[config.mk]
export PLATFORM = sky130hd
export DESIGN_NAME = capture_tachometer_ema
export DESIGN_NICKNAME = d
export VERILOG_FILES = /design/src/sv/ctema_pkg.sv /design/src/sv/capture_tachometer_ema.sv /design/src/sv/ctema_regs.sv /design/src/sv/ctema_div.sv /design/src/sv/ctema_ema.sv
export SDC_FILE = /design/constraint.sdc
export NUM_CORES = 1
export LEC_CHECK = 0
export CAP_MARGIN = 20
export CELL_PAD_IN_SITES_DETAIL_PLACEMENT = 0
export CELL_PAD_IN_SITES_GLOBAL_PLACEMENT = 2
export CORE_UTILIZATION = 40
export CTS_BUF_LIST = sky130_fd_sc_hd__clkbuf_8
export DETAILED_ROUTE_END_ITERATION = 12
export DONT_BUFFER_PORTS = 1
export GPL_TIMING_DRIVEN = 0
export MAX_ROUTING_LAYER = met4
export PLACE_DENSITY = 0.81
export SYNTH_ARGS = -nofsm -noshare
export SYNTH_HDL_FRONTEND = slang
export SYNTH_SLANG_ARGS = --single-unit
[constraint.sdc]
create_clock -name clk_i -period 7.1 [get_ports clk_i]
set_clock_uncertainty 0.15 [all_clocks]
set_input_delay 0.71 -clock clk_i [delete_from_list [all_inputs] [get_ports clk_i]]
set_output_delay 0.71 -clock clk_i [all_outputs]
set_load 0.005 [all_outputs]
[src/sv/ctema_pkg.sv]
`default_nettype none

package ctema_pkg;

  // Command codes carried in the request.
  localparam logic CMD_CAPTURE = 1'b0;
  localparam logic CMD_TICK    = 1'b1;

  // Register indexes, one 32-bit word each.
  localparam logic [1:0] REG_RATE_CONSTANT = 2'd0;
  localparam logic [1:0] REG_MIN_PERIOD    = 2'd1;
  localparam logic [1:0] REG_STALL_TIMEOUT = 2'd2;
  localparam logic [1:0] REG_EMA_ALPHA     = 2'd3;

  localparam int unsigned PADDR_BITS = 4;

  // Register reset values.
  localparam logic [23:0] RATE_CONSTANT_RST = 24'd600000;
  localparam logic [15:0] MIN_PERIOD_RST    = 16'd50;
  localparam logic [15:0] STALL_TIMEOUT_RST = 16'd4000;
  localparam logic [8:0]  EMA_ALPHA_RST     = 9'd51;

  // Fixed point: alpha of one in Q1.8.
  localparam logic [8:0] Q_ONE = 9'd256;

  // Quotient width of the rpm divide.
  localparam int unsigned QUO_BITS = 24;

  // floor(x / 60) for 16-bit x as (x * 34953) >> 21.
  localparam logic [15:0] SPEED_RECIP = 16'd34953;
  localparam int unsigned SPEED_SHIFT = 21;

  typedef struct packed {
    logic [23:0] rate_constant;
    logic [15:0] min_period;
    logic [15:0] stall_timeout_ms;
    logic [8:0]  ema_alpha_q8;
  } cfg_t;

  typedef struct packed {
    logic        cmd;
    logic [15:0] capture_value;
  } in_item_t;

  typedef struct packed {
    logic [15:0] rpm;
    logic [10:0] speed;
  } out_item_t;

endpackage

`default_nettype wire

[src/sv/capture_tachometer_ema.sv]
// Tachometer from input-capture stamps with exponential smoothing.
// Input channel (in_valid_i / in_ready_o / in_data_i): each request is either
// a capture event carrying a timer stamp or a one millisecond tick.
// Output channel (out_valid_o / out_ready_i / out_data_o): exactly one result
// per request, holding the reported rpm (saturated to 16 bits) and rpm / 60.
// Configuration must be written by the user through the APB port only while
// the block is idle; the block itself does not enforce this. A tick or a
// rejected capture passes from acceptance through the final state into the
// output register. An accepted capture runs, in order, a restoring divide
// for rate_constant / period, the average on one shared multiplier (new
// sample term, old average term, their sum), the state update, then the
// output load. in_ready_o is high only while the sequencer is idle, so a
// new request waits until the previous one is in the output register.
// A waiting result sits in the output register: the next request is taken
// meanwhile, but its result holds in the sequencer until the receiver takes
// the previous one.
// Reset clears the stamp, the average, the reported rpm and the stall
// window, and loads the register defaults. No result is pending after reset.
`default_nettype none

module capture_tachometer_ema #(
  parameter int unsigned STAMP_BITS = 16
) (
  input  wire logic                              clk_i,
  input  wire logic                              rst_ni,
  input  wire logic                              in_valid_i,
  output logic                                   in_ready_o,
  input  wire ctema_pkg::in_item_t               in_data_i,
  output logic                                   out_valid_o,
  input  wire logic                              out_ready_i,
  output ctema_pkg::out_item_t                   out_data_o,
  input  wire logic                              psel,
  input  wire logic                              penable,
  input  wire logic                              pwrite,
  input  wire logic [ctema_pkg::PADDR_BITS-1:0]  paddr,
  input  wire logic [31:0]                       pwdata,
  output logic      [31:0]                       prdata,
  output logic                                   pready
);

  localparam int unsigned SW = STAMP_BITS;
  localparam int unsigned EW = (SW > 16) ? SW : 16;

  localparam logic [1:0] ST_IDLE = 2'd0;
  localparam logic [1:0] ST_DIV  = 2'd1;
  localparam logic [1:0] ST_EMA  = 2'd2;
  localparam logic [1:0] ST_FIN  = 2'd3;

  ctema_pkg::cfg_t      cfg;
  ctema_pkg::out_item_t out_q;

  logic [1:0]  state_q;
  logic [SW-1:0] last_stamp_q;
  logic [31:0] smoothed_q;
  logic [23:0] reported_q;
  logic [15:0] elapsed_q;
  logic        pulse_seen_q;
  logic        out_valid_q;

  logic          accept;
  logic [EW-1:0] cap_ext;
  logic [SW-1:0] stamp_now;
  logic [SW-1:0] period;
  logic          period_ok;
  logic [16:0]   elapsed_inc;
  logic          window_end;
  logic          div_start;
  logic          div_done;
  logic [23:0]   instant;
  logic          ema_start;
  logic          ema_done;
  logic [31:0]   ema_res;
  logic          out_free;
  logic [15:0]   rpm_sat;
  logic [31:0]   speed_prod;

  // Configuration registers.
  ctema_regs u_regs (
    .clk_i     (clk_i),
    .rst_ni    (rst_ni),
    .psel_i    (psel),
    .penable_i (penable),
    .pwrite_i  (pwrite),
    .paddr_i   (paddr),
    .pwdata_i  (pwdata),
    .prdata_o  (prdata),
    .cfg_o     (cfg)
  );

  assign pready = 1'b1;

  // Request decode: period as a modulo difference of stamps.
  assign in_ready_o  = (state_q == ST_IDLE);
  assign accept      = in_valid_i && in_ready_o;
  assign cap_ext     = EW'(in_data_i.capture_value);
  assign stamp_now   = cap_ext[SW-1:0];
  assign period      = stamp_now - last_stamp_q;
  assign period_ok   = EW'(period) > EW'(cfg.min_period);
  assign elapsed_inc = {1'b0, elapsed_q} + 17'd1;
  assign window_end  = elapsed_inc > {1'b0, cfg.stall_timeout_ms};

  assign div_start = accept && (in_data_i.cmd == ctema_pkg::CMD_CAPTURE) && period_ok;
  assign ema_start = (state_q == ST_DIV) && div_done;
  assign out_free  = !out_valid_q || out_ready_i;

  // Divider for rate_constant / period.
  ctema_div #(
    .DIVISOR_BITS (SW)
  ) u_div (
    .clk_i      (clk_i),
    .rst_ni     (rst_ni),
    .start_i    (div_start),
    .dividend_i (cfg.rate_constant),
    .divisor_i  (period),
    .done_o     (div_done),
    .quotient_o (instant)
  );

  // Exponential average on a shared multiplier.
  ctema_ema u_ema (
    .clk_i      (clk_i),
    .rst_ni     (rst_ni),
    .start_i    (ema_start),
    .instant_i  (instant),
    .alpha_i    (cfg.ema_alpha_q8),
    .smoothed_i (smoothed_q),
    .done_o     (ema_done),
    .smoothed_o (ema_res)
  );

  // Sequencer and tachometer state.
  always_ff @(posedge clk_i or negedge rst_ni) begin
    if (!rst_ni) begin
      state_q      <= ST_IDLE;
      last_stamp_q <= '0;
      smoothed_q   <= '0;
      reported_q   <= '0;
      elapsed_q    <= '0;
      pulse_seen_q <= 1'b0;
    end else begin
      case (state_q)
        ST_IDLE: begin
          if (accept) begin
            if (in_data_i.cmd == ctema_pkg::CMD_CAPTURE) begin
              last_stamp_q <= stamp_now;
              pulse_seen_q <= 1'b1;
              state_q      <= period_ok ? ST_DIV : ST_FIN;
            end else begin
              if (window_end) begin
                if (!pulse_seen_q) begin
                  reported_q <= '0;
                end
                pulse_seen_q <= 1'b0;
                elapsed_q    <= '0;
              end else begin
                elapsed_q <= elapsed_inc[15:0];
              end
              state_q <= ST_FIN;
            end
          end
        end
        ST_DIV: begin
          if (div_done) begin
            state_q <= ST_EMA;
          end
        end
        ST_EMA: begin
          if (ema_done) begin
            smoothed_q <= ema_res;
            reported_q <= ema_res[31:8];
            state_q    <= ST_FIN;
          end
        end
        ST_FIN: begin
          if (out_free) begin
            state_q <= ST_IDLE;
          end
        end
        default: state_q <= ST_IDLE;
      endcase
    end
  end

  // Result formation: saturate, then divide by sixty via reciprocal.
  assign rpm_sat    = (|reported_q[23:16]) ? 16'hFFFF : reported_q[15:0];
  assign speed_prod = 32'(rpm_sat) * 32'(ctema_pkg::SPEED_RECIP);

  // Output register.
  always_ff @(posedge clk_i or negedge rst_ni) begin
    if (!rst_ni) begin
      out_valid_q <= 1'b0;
    end else if ((state_q == ST_FIN) && out_free) begin
      out_valid_q <= 1'b1;
    end else if (out_ready_i) begin
      out_valid_q <= 1'b0;
    end
  end

  always_ff @(posedge clk_i) begin
    if ((state_q == ST_FIN) && out_free) begin
      out_q.rpm   <= rpm_sat;
      out_q.speed <= speed_prod[ctema_pkg::SPEED_SHIFT +: 11];
    end
  end

  assign out_valid_o = out_valid_q;
  assign out_data_o  = out_q;

  // An accepted request takes the sequencer out of idle in the next cycle.
  assert property (@(posedge clk_i) disable iff (!rst_ni)
    accept |=> !in_ready_o)
    else $error("request accepted but sequencer did not leave idle");

  // The divider only finishes while the sequencer waits for it.
  assert property (@(posedge clk_i) disable iff (!rst_ni)
    div_done |-> (state_q == ST_DIV))
    else $error("divider finished outside the divide state");

  // The average only finishes while the sequencer waits for it.
  assert property (@(posedge clk_i) disable iff (!rst_ni)
    ema_done |-> (state_q == ST_EMA))
    else $error("average finished outside the average state");

  // Speed is the rpm divided by sixty, floored.
  assert property (@(posedge clk_i) disable iff (!rst_ni)
    out_valid_o |-> ((18'(out_data_o.speed) * 18'd60 <= 18'(out_data_o.rpm)) &&
                     (18'(out_data_o.rpm) < 18'(out_data_o.speed) * 18'd60 + 18'd60)))
    else $error("speed does not match rpm / 60");

endmodule

`default_nettype wire

[src/sv/ctema_regs.sv]
`default_nettype none

module ctema_regs (
  input  wire logic                                clk_i,
  input  wire logic                                rst_ni,
  input  wire logic                                psel_i,
  input  wire logic                                penable_i,
  input  wire logic                                pwrite_i,
  input  wire logic [ctema_pkg::PADDR_BITS-1:0]    paddr_i,
  input  wire logic [31:0]                         pwdata_i,
  output logic      [31:0]                         prdata_o,
  output ctema_pkg::cfg_t                          cfg_o
);

  ctema_pkg::cfg_t cfg_q;
  logic            wr_en;
  logic [1:0]      reg_idx;

  assign wr_en   = psel_i && penable_i && pwrite_i;
  assign reg_idx = paddr_i[3:2];

  // Register writes in the access phase.
  always_ff @(posedge clk_i or negedge rst_ni) begin
    if (!rst_ni) begin
      cfg_q.rate_constant    <= ctema_pkg::RATE_CONSTANT_RST;
      cfg_q.min_period       <= ctema_pkg::MIN_PERIOD_RST;
      cfg_q.stall_timeout_ms <= ctema_pkg::STALL_TIMEOUT_RST;
      cfg_q.ema_alpha_q8     <= ctema_pkg::EMA_ALPHA_RST;
    end else if (wr_en) begin
      case (reg_idx)
        ctema_pkg::REG_RATE_CONSTANT: cfg_q.rate_constant    <= pwdata_i[23:0];
        ctema_pkg::REG_MIN_PERIOD:    cfg_q.min_period       <= pwdata_i[15:0];
        ctema_pkg::REG_STALL_TIMEOUT: cfg_q.stall_timeout_ms <= pwdata_i[15:0];
        ctema_pkg::REG_EMA_ALPHA:     cfg_q.ema_alpha_q8     <= pwdata_i[8:0];
        default: ;
      endcase
    end
  end

  // Read data mux.
  always_comb begin
    case (reg_idx)
      ctema_pkg::REG_RATE_CONSTANT: prdata_o = {8'd0, cfg_q.rate_constant};
      ctema_pkg::REG_MIN_PERIOD:    prdata_o = {16'd0, cfg_q.min_period};
      ctema_pkg::REG_STALL_TIMEOUT: prdata_o = {16'd0, cfg_q.stall_timeout_ms};
      ctema_pkg::REG_EMA_ALPHA:     prdata_o = {23'd0, cfg_q.ema_alpha_q8};
      default:                      prdata_o = 32'd0;
    endcase
  end

  assign cfg_o = cfg_q;

endmodule

`default_nettype wire

[src/sv/ctema_div.sv]
`default_nettype none

module ctema_div #(
  parameter int unsigned DIVISOR_BITS = 16
) (
  input  wire logic                              clk_i,
  input  wire logic                              rst_ni,
  input  wire logic                              start_i,
  input  wire logic [ctema_pkg::QUO_BITS-1:0]    dividend_i,
  input  wire logic [DIVISOR_BITS-1:0]           divisor_i,
  output logic                                   done_o,
  output logic      [ctema_pkg::QUO_BITS-1:0]    quotient_o
);

  localparam int unsigned QB  = ctema_pkg::QUO_BITS;
  localparam int unsigned DW  = (DIVISOR_BITS > QB) ? DIVISOR_BITS : QB;
  localparam int unsigned CNT = $clog2(QB);

  logic              busy_q;
  logic              done_q;
  logic [CNT-1:0]    cnt_q;
  logic [DW:0]       rem_q;
  logic [QB-1:0]     quo_q;
  logic [DIVISOR_BITS-1:0] dvs_q;

  logic [DW:0]       rem_sh;
  logic [DW:0]       dvs_ext;
  logic              fits;

  // One restoring step: shift in the next dividend bit, trial subtract.
  assign rem_sh  = {rem_q[DW-1:0], quo_q[QB-1]};
  assign dvs_ext = (DW+1)'(dvs_q);
  assign fits    = (rem_sh >= dvs_ext);

  // Control: one quotient bit per cycle.
  always_ff @(posedge clk_i or negedge rst_ni) begin
    if (!rst_ni) begin
      busy_q <= 1'b0;
      done_q <= 1'b0;
      cnt_q  <= '0;
    end else begin
      done_q <= 1'b0;
      if (start_i) begin
        busy_q <= 1'b1;
        cnt_q  <= CNT'(QB - 1);
      end else if (busy_q) begin
        if (cnt_q == '0) begin
          busy_q <= 1'b0;
          done_q <= 1'b1;
        end else begin
          cnt_q <= cnt_q - 1'b1;
        end
      end
    end
  end

  // Datapath: remainder and quotient shift register.
  always_ff @(posedge clk_i) begin
    if (start_i) begin
      rem_q <= '0;
      quo_q <= dividend_i;
      dvs_q <= divisor_i;
    end else if (busy_q) begin
      rem_q <= fits ? (rem_sh - dvs_ext) : rem_sh;
      quo_q <= {quo_q[QB-2:0], fits};
    end
  end

  assign done_o     = done_q;
  assign quotient_o = quo_q;

endmodule

`default_nettype wire

[src/sv/ctema_ema.sv]
`default_nettype none

module ctema_ema (
  input  wire logic                             clk_i,
  input  wire logic                             rst_ni,
  input  wire logic                             start_i,
  input  wire logic [ctema_pkg::QUO_BITS-1:0]   instant_i,
  input  wire logic [8:0]                       alpha_i,
  input  wire logic [31:0]                      smoothed_i,
  output logic                                  done_o,
  output logic      [31:0]                      smoothed_o
);

  localparam logic [1:0] PH_IDLE = 2'd0;
  localparam logic [1:0] PH_NEW  = 2'd1;
  localparam logic [1:0] PH_OLD  = 2'd2;
  localparam logic [1:0] PH_SUM  = 2'd3;

  logic [1:0]  phase_q, phase_d;
  logic        done_q;
  logic [8:0]  alpha_eff;
  logic [8:0]  mul_a;
  logic [31:0] mul_b;
  logic [40:0] prod;
  logic [40:0] term_new_q;
  logic [40:0] term_old_q;
  logic [41:0] sum;
  logic [31:0] res_q;

  // Alpha above one counts as one.
  assign alpha_eff = (alpha_i > ctema_pkg::Q_ONE) ? ctema_pkg::Q_ONE : alpha_i;

  // Shared multiplier: new sample weight first, then old average weight.
  always_comb begin
    case (phase_q)
      PH_NEW: begin
        mul_a = alpha_eff;
        mul_b = 32'(instant_i);
      end
      PH_OLD: begin
        mul_a = ctema_pkg::Q_ONE - alpha_eff;
        mul_b = smoothed_i;
      end
      default: begin
        mul_a = '0;
        mul_b = '0;
      end
    endcase
  end

  assign prod = 41'(mul_a) * 41'(mul_b);
  assign sum  = 42'(term_new_q) + 42'(term_old_q);

  // Phase sequencer.
  always_comb begin
    case (phase_q)
      PH_IDLE: phase_d = start_i ? PH_NEW : PH_IDLE;
      PH_NEW:  phase_d = PH_OLD;
      PH_OLD:  phase_d = PH_SUM;
      PH_SUM:  phase_d = PH_IDLE;
      default: phase_d = PH_IDLE;
    endcase
  end

  always_ff @(posedge clk_i or negedge rst_ni) begin
    if (!rst_ni) begin
      phase_q <= PH_IDLE;
      done_q  <= 1'b0;
    end else begin
      phase_q <= phase_d;
      done_q  <= (phase_q == PH_SUM);
    end
  end

  // Product registers and the Q24.8 result, truncated toward zero.
  always_ff @(posedge clk_i) begin
    if (phase_q == PH_NEW) begin
      term_new_q <= {prod[32:0], 8'd0};
    end
    if (phase_q == PH_OLD) begin
      term_old_q <= prod;
    end
    if (phase_q == PH_SUM) begin
      res_q <= sum[39:8];
    end
  end

  assign done_o     = done_q;
  assign smoothed_o = res_q;

endmodule

`default_nettype wire
Word level (Yosys, flattened, before mapping)
Cells that the tools add are included.
- input port bits: 60
- word-level logic and storage cells: 120
- bits in latches: 0
- memories kept: 0
- bits in writable memories: 0
- ROM bits: 0
- flip-flop bits (word level): 362
- output and inout port bits: 62
- mux-type cells: 37
- shift operators: 0
- order comparisons: 4
- bitwise logic cells: 1
- equal/unequal tests: 18
- $add $sub $neg: 6
- divide/modulo/power cells: 0
- reduce and logical (&&, ||, !) cells: 28
- multiply operators: 2
- operators by type and width (kind ; count):
    2-to-1 mux 24 bit ; 8
    one-hot mux 32 bit (4 select lines) ; 1
    one-hot mux 32 bit (2 select lines) ; 1
    one-hot mux 24 bit (2 select lines) ; 1
    adder 40 bit ; 1
    multiplier 9 x 32 -> 40 bit ; 1
    multiplier 16 x 16 -> 32 bit, second input constant ; 1
    2-to-1 mux 16 bit ; 2
    greater-or-equal comparator 25 x 16 -> 1 bit ; 1
    subtractor 24 x 16 -> 24 bit ; 1
    one-hot mux 9 bit (2 select lines) ; 1
    adder 16 x 1 -> 17 bit, second input constant ; 1
    > comparator 17 x 16 -> 1 bit ; 1
    > comparator 16 bit ; 1
    one-hot mux 2 bit (4 select lines) ; 2
    subtractor 16 bit ; 1
    2-to-1 mux 5 bit ; 3
    equality test 2 bit, second input constant ; 6
    2-to-1 mux 2 bit ; 6
    != test 2 x 1 -> 1 bit, second input constant ; 6
    AND reduction 2 bit ; 6
    2-to-1 mux 1 bit ; 11
    > comparator 9 bit, second input constant ; 1
    2-to-1 mux 9 bit ; 1
    15 further kinds ; 31

Longest topological paths before layout
Gate-level depths: netlist of the first run.
- word-level depth: 6
- gate-level depth with buffers: 30
- mapped depth without buffers: 29

By module
From an unflattened synthesis of the first run, not the netlist that was laid out.
- cells, all modules: 2844
- area total of the unflattened synthesis: 29344.4 um2
- by module, submodules not included (module ; cells an instance ; instances ; seq. area each (um2) ; area each (um2)):
    ctema_ema ; 1478 ; 1 ; 2957.8 ; 13775.7
    capture_tachometer_ema ; 800 ; 1 ; 3113.0 ; 8597.0
    ctema_div ; 369 ; 1 ; 1856.8 ; 3911.3
    ctema_regs ; 197 ; 1 ; 1652.8 ; 3060.4

Worst setup path after synthesis of the first run
OpenSTA, ideal clock, no wires.
- path kind: reg-to-reg
- start: register u_ema.phase_q[0]
- end: register u_ema.term_old_q[39] (data pin)
- setup time: 0.259 ns
- buffers on the path: 1
- data arrival time: 6.943 ns
- period minus slack after synthesis: 7.352 ns
- path slack: -0.252 ns
- stages on the path, launching flop included: 25
- required time: 6.691 ns
- path through: dfrtp_1 inv_1 ha_1 inv_1 or2_0 a311o_1 clkbuf_1 or2_2 fa_1 fa_1 inv_1 fa_1 inv_1 fa_1 inv_1 ha_1 a21o_1 nor3_1 o21ai_1 a31oi_1 o21ai_1 a311o_1 nor4_2 nor2_1 a211o_1
- word-level cells in the longest chain between the ends: 3
- elaborated cells between the ends (all ways): 5
- those cells by class: 1 x mul; 2 x eq/ne; 2 x mux
- ends and longest elaborated chain (item ; line ; text):
    from (decl) ; ctema_ema.sv:19 ; logic [1:0] phase_q, phase_d;
    from (signal assigned) ; ctema_ema.sv:70 ; phase_q <= phase_d;
    equality test 2 bit / equality test 2 x 1 -> 1 bit (equally long branches) ; ctema_ema.sv:35 ; case (phase_q)
    one-hot mux 9 bit (2 select lines) / one-hot mux 32 bit (2 select lines) (equally long branches) ; ctema_ema.sv:35 ;
    multiplier 9 x 32 -> 40 bit * ; ctema_ema.sv:51 ; assign prod = 41'(mul_a) * 41'(mul_b);
    via u_ema.prod[39] ; ctema_ema.sv:24 ; logic [40:0] prod;
    to (signal assigned) ; ctema_ema.sv:81 ; term_old_q <= prod;
    to (decl) ; ctema_ema.sv:26 ; logic [40:0] term_old_q;
The timed path passes the listed nets; every way through them passes the cells marked *.
A chain may end at the register's enable or synchronous reset.

Worst setup path after layout of the first run
- start: register u_ema.phase_q[1]
- end: register u_ema.term_old_q[39] (data pin)
Same word-level chain as after synthesis.

==> results_dict.tcl, run 1 <==
set metrics [dict create \
    drc_errors 0 \
    drt_pass1_iterations 5 \
    async_reset_ff_share_pct 47.2 \
    cts_buffers 68 \
    fin_nets 3584 \
    reg2reg_slack_ns 0.01 \
    rows 98 \
    yosys_warnings 0 \
    first_global_vias 22400 \
    max_freq_ghz 0.141 \
    synth.avg_cell_area_sq_um 9.96 \
    tightest_slew_ns 0.978 \
    tns_ns 0 \
    cp-start-kind "register" \
    fin_cells 4040 \
    place_area_sq_um 30200 \
    outcome "complete, no violations" \
    synth_seq_area_share_pct 33.2 \
    viasPerCell 5.34 \
    grt_start_max_net_pins 168 \
    maxSlewViolCount 0 \
    cp_max_fo 10 \
    whs_ns 0.0419 \
    placed_cells 3858 \
    fillers 6795 \
    cts-htree-levels 3 \
    core_sq_um 71500 \
    fin_crit_sh_pct 99.9 \
    grt_usage_pct 23.1 \
    grt_setup_unrepaired "yes" \
    clockBufferDepth 3 \
    final_core_util_pct 45.9 \
    finalHoldViolCount 0 \
    dpl.hpwl_um 63700 \
    crit_start "u_ema.phase_q[1]" \
    die_y_um 271 \
    cap_violations 0 \
    critical_path_class "register to register" \
    pin_count 122 \
    io_buffers 0 \
    ir_worst_vdd_uv 1190 \
    yosys.area.top_type "edfxtp_1" \
    vias 21600 \
    worstPathArrival_ns 7.35 \
    start_util_pct 40.4 \
    rr_startpoint "u_ema.phase_q[1]" \
    fin_crit_ns 7.09 \
    ant_nets 0 \
    routed_wl_um 81000 \
    worstSetupEndpointType "register" \
    critPathCapture "u_ema.term_old_q[39]" \
    dieWidth_um 271 \
    synth_top_cells_by_area "edfxtp_1 17%, fa_1 16%, dfrtp_1 13%" \
    cts_tree "done" \
    first_iter_violations 1270 \
    mappedNetlistArea_sq_um 28900 \
    netlist_instances 2899 \
    rr_worst_depth 25 \
    clock_latency_ns 0.68 \
    wl_per_cell_um 20.1 \
    cp.required_ns 7.36 \
    clk_root_buffer_cell "clkbuf_8" \
    hp-class "input port to register" \
    design_area_sq_um 32800 \
    synth_cell_types 95 \
    cts_sinks 354 \
    grt_overflow 0 \
    slew_headroom_pct 34.8 \
    synth_seq_cells 354 \
    drive_gt1_share_pct 14.7 \
    clk_pin_slew_worst_paths_ns 0.06 \
    die_area_sq_um 73300 \
    grt_pass1_wl_um 127000 \
    synth-edff-count 163 \
    hold_depth 1 \
    antenna_found_initial 4 \
    gp_congestion 0.920 \
    area_growth_pct 13.7 \
    synth_top_area_share_pct 16.9 \
    min-delay-start "pwdata[9]" \
    setup_viol_count_final 0 \
    reg2reg_to "u_ema.term_old_q[39]" \
    synthFlopType "edfxtp_1" \
    power.density_nw_per_um2 554 \
    leakagePower_nw 15.4 \
]
==> per-layer routing <==
layer / track usage [%] / up-vias / share of wire [%]
li1: - / 10000 / -
met1: 29.9 / 10800 / 45
met2: 36.7 / 531 / 47
met3: 4.16 / 153 / 5.3
met4: 7.42 / 0 / 2.9
met5: - / - / 0
==> area by class of cell <==
type	instances	area [sq um]	area share [%]
sequential	354	9580	29.2
clock buffer	76	1050	3.19
clock inverter	50	408	1.24
inverter	407	1530	4.65
multi-input combinational	2044	17900	54.6
antenna	4	10.0	0.0305
tap	950	1190	3.62
buffer	98	556	1.69
timing repair buffer	57	576	1.75
==> sequential cells by signal (all words and copies together), names as in the netlist, 2 cells and up <==
name,cells
u_div.cnt_q,5
u_ema.smoothed_o,32
u_div.dvs_q,16
u_regs.cfg_o,65
reported_q,24
smoothed_q,32
u_div.rem_q,24
elapsed_q,16
u_ema.term_new_q,32
out_data_o,27
state_q,2
u_div.quotient_o,24
u_ema.phase_q,2
u_ema.term_old_q,32
last_stamp_q,16
==> worst max-delay path: stages, from the launching register on <==
cell	delay, ns
dfrtp_1	0.41
inv_1	0.09
ha_1	0.44
inv_1	0.19
nor2_4	0.26
and2_4	0.29
a21boi_2	0.29
clkbuf_2	0.30
nand2_1	0.11
fa_1	0.47
fa_1	0.53
inv_1	0.05
ha_1	0.27
inv_1	0.05
fa_1	0.59
inv_1	0.06
ha_1	0.29
a21o_1	0.16
a21oi_1	0.34
o21ai_2	0.15
a31oi_4	0.22
o21ai_4	0.14
a311o_1	0.35
nor4_2	0.22
nor2_1	0.11
a211o_1	0.30
==> power breakdown <==
part / switching (W) / internal, W / leakage (nW)
Clock: 0.000970 / 0.00119 / 0.810
Sequential: 0.000588 / 0.00332 / 3.84
Combinational: 0.00711 / 0.00502 / 10.7
==> cell families (layout without fill, tap and decap cells) <==
kind of cell	after synthesis	after routing	synth area share (%)
buffers and inverters	508	688	6.77
AO/OA/AOI/OAI	482	482	11.5
adder cells (fa/ha/maj)	494	494	27.4
XOR/XNOR	115	115	3.49
flip-flops	354	354	33.2
other	2	13	0.0260
AND/OR/NAND/NOR	836	836	13.2
multiplexers	108	108	4.49
==> what timing repair did <==
item	CTS	global route
gates resized for setup	130	63
buffers inserted	26	2
hold endpoints to repair	207	0
setup endpoints to repair	57	34
pin swaps	46	30
hold buffers	27	0
==> per-stage QoR <==
step / setup slack, ns / total power [W]
after floorplan: 0.00618 / 0.0124
after global placement: -1.90 / 0.0153
after detailed placement: -2.00 / 0.0156
after CTS: -0.00186 / 0.0183
after global routing: -0.224 / 0.0202
final: 0.00970 / 0.0182
==> Yosys cell counts, types with 48 or more instances <==
cell type  number
ha_1          262
dfrtp_1       146
edfxtp_1      163
a21oi_1        99
o21ai_0       113
nand2_1       291
fa_1          232
nand3_1        51
clkbuf_1       76
xnor2_1        86
nor2_1        267
mux2_2         82
a22o_1         48
inv_1         406
==> worst min path at each step <==
stage / to / slack, ns
finish: u_regs.cfg_o[50] / 0.04
global route: u_regs.cfg_o[43] / 0.006
CTS: u_regs.cfg_o[50] / 0.0007
detailed placement: elapsed_q[12] / 0.27
global placement: elapsed_q[12] / 0.27
floorplan: elapsed_q[0] / 0.26
==> cell usage in the layout, fill, tap and decap left out, drive strengths merged, types with 53 or more instances in the layout <==
master,instances
nand3,53
inv,430
xnor2,86
buf,62
nand2,291
mux2,82
fa,232
a21oi,101
clkbuf,143
o21ai,119
edfxtp,163
ha,262
nor2,268
dfrtp,146
Power figures use the tool's default switching activity.
==> run 2, diff against run 1 <==
--- a/config.mk
+++ b/config.mk
@@ -8,13 +8,11 @@
 export CAP_MARGIN = 20
 export CELL_PAD_IN_SITES_DETAIL_PLACEMENT = 0
 export CELL_PAD_IN_SITES_GLOBAL_PLACEMENT = 2
-export CORE_UTILIZATION = 40
-export CTS_BUF_LIST = sky130_fd_sc_hd__clkbuf_8
+export CORE_UTILIZATION = 39
 export DETAILED_ROUTE_END_ITERATION = 12
 export DONT_BUFFER_PORTS = 1
-export GPL_TIMING_DRIVEN = 0
 export MAX_ROUTING_LAYER = met4
-export PLACE_DENSITY = 0.81
+export PLACE_DENSITY = 0.79
 export SYNTH_ARGS = -nofsm -noshare
 export SYNTH_HDL_FRONTEND = slang
 export SYNTH_SLANG_ARGS = --single-unit
==> results_dict.tcl, run 2 (same netlist as run 1, synthesis figures left out) <==
set metrics [dict create \
    outcome "finished with violations" \
    violations "DRC, hold timing" \
    cts_buffers 43 \
    cpMostUsedCell "fa_1" \
    gp_congestion 0.861 \
    whs_ns -0.0746 \
    mostFrequentLayoutCell "inv_1" \
    critPathCapture "u_ema.term_old_q[39]" \
    seq_power_share_pct 20.9 \
    viasPerCell 5.20 \
    clockPowerShare_pct 13.1 \
    wl_per_cell_um 18.9 \
    cp_max_fo 7 \
    largest_register_ffs 65 \
    leakagePower_nw 15.7 \
    ir_worst_vdd_uv 629 \
    worstSetupEndpointType "register" \
    tightest_slew_ns 1.04 \
    tns_ns 0 \
    grt_usage_pct 21.2 \
    cp-start-kind "register" \
    cts-htree-levels 2 \
    crit_slowest_cell "fa_1" \
    drive_gt1_share_pct 18.0 \
    multi_input_area_sq_um 18000 \
    power.density_nw_per_um2 553 \
    grt_start_max_net_pins 168 \
    cts_tree "done" \
    p_switching_w 0.00850 \
    max_freq_ghz 0.144 \
    slew_headroom_pct 30.1 \
    drt_pass1_iterations 9 \
    clock_latency_ns 0.60 \
    die_area_sq_um 75100 \
    critical_path_class "register to register" \
    reg2reg_slack_ns 0.14 \
    routed_wl_um 76400 \
    clk_root_buffer_cell "clkbuf_16" \
    fin_crit_sh_pct 98.0 \
    first_global_vias 21800 \
    p_int_w 0.0100 \
    antenna_found_initial 1 \
    comb_power_share_pct 66.0 \
    ant_nets 0 \
    worstPathArrival_ns 7.13 \
    fillers 6838 \
    grt_setup_unrepaired "yes" \
    fin_cells 4035 \
    first_iter_violations 1210 \
    dieWidth_um 274 \
    dpl.hpwl_um 59900 \
    fin_nets 3593 \
    area_growth_pct 16.1 \
    crit_start "u_regs.cfg_o[5]" \
    drc_errors 16 \
    rr_startpoint "u_regs.cfg_o[5]" \
    die_y_um 274 \
    rows 99 \
    reg2reg_to "u_ema.term_old_q[39]" \
    start_util_pct 39.5 \
    clockBufferDepth 3 \
    grt_pass1_wl_um 121000 \
    critPathMaxStageDelay_ns 0.55 \
    io_buffers 0 \
    core_sq_um 73100 \
    final_cell_mix "396 x inv_1, 283 x nand2_1, 241 x ha_1" \
    maxSlewViolCount 0 \
    cap_violations 0 \
    fin_crit_ns 6.96 \
    placed_cells 3920 \
    cp.required_ns 7.27 \
    pin_count 122 \
    clk_pin_slew_worst_paths_ns 0.06 \
    grt_overflow 0 \
    vias 21000 \
    hp-class "input port to asynchronous set/reset pin" \
    p_sw_share_pct 45.9 \
    cts_sinks 354 \
    rr_worst_depth 28 \
    setup_viol_count_final 0 \
    finalHoldViolCount 12 \
    seq_area_sq_um 9580 \
]
run 2: timing repair:
| item | 4_1_cts | 5_1_grt |
|---|---|---|
| hold buffers | 1 | 0 |
| setup buffers | 11 | 18 |
| setup endpoints to repair | 22 | 33 |
| endpoints found under the hold margin | 167 | 0 |
| gates cloned | 0 | 3 |
| pin swaps | 26 | 105 |
| resized for setup | 32 | 137 |
run 2: per-layer routing:
metal  part of all wire [%]  global-route usage (%)  routed length, um  up-vias
li1                       -                       -                  -    10000
met2                     45                    32.7              34700      468
met3                    5.0                    2.99               3830       95
met5                      0                       -                  0        -
met1                     47                    29.4              36300    10400
met4                    2.1                    5.32               1610        0
run 2: cell type report:
class                   instances  share of cell area, %
diodes                          3                 0.0224
clock buffers                  57                   3.46
clock inverters                22                   1.16
inverters                     407                   4.56
multi-input cells            2044                   53.8
flip-flops and latches        354                   28.6
well taps                     959                   3.58
repair buffers                189                   4.84
run 2: critical path: cells and delay by family, from the launching register on:
kind,cells,cell delay (ns)
DFF,1,0.37
and+or+nand+nor,9,1.49
adders and majority gates,6,2.56
AOI/OAI and AO/OA,8,1.59
buffers and inverters,5,0.50
run 2: worst min path at each step:
stage,from,endpoint,slack (ns),depth (start not counted)
4_1_cts,rst_ni,elapsed_q[8],0.03,1
2_1_floorplan,rst_ni,elapsed_q[0],0.26,0
5_1_grt,rst_ni,elapsed_q[9],0.03,1
3_3_place_gp,rst_ni,elapsed_q[11],0.27,0
6_report,rst_ni,elapsed_q[14],-0.07,1
3_5_place_dp,rst_ni,elapsed_q[12],0.27,0
run 2: power by group through the flow:
stage          Combinational (W)  Clock, W  Sequential (W)
2_1_floorplan            0.00876         0         0.00364
6_report                  0.0122   0.00242         0.00388
5_1_grt                   0.0142   0.00257         0.00396
3_5_place_dp              0.0118         0         0.00392
4_1_cts                   0.0121   0.00248         0.00389
3_3_place_gp              0.0115         0         0.00390
run 2: metrics by stage:
step | total power [W] | worst slack, ns | utilization, % | cell area, sq um | hold WS [ns]
after floorplan | 0.0124 | 0.00618 | - | 28900 | 0.264
after global placement | 0.0154 | -0.291 | 42.3 | 30900 | 0.268
after detailed placement | 0.0157 | -0.307 | 42.3 | 30900 | 0.268
after CTS | 0.0185 | 0.0120 | 44.7 | 32700 | 0.0256
after global routing | 0.0208 | -0.0711 | 45.9 | 33500 | 0.0270
final | 0.0185 | 0.144 | 45.9 | 33500 | -0.0746
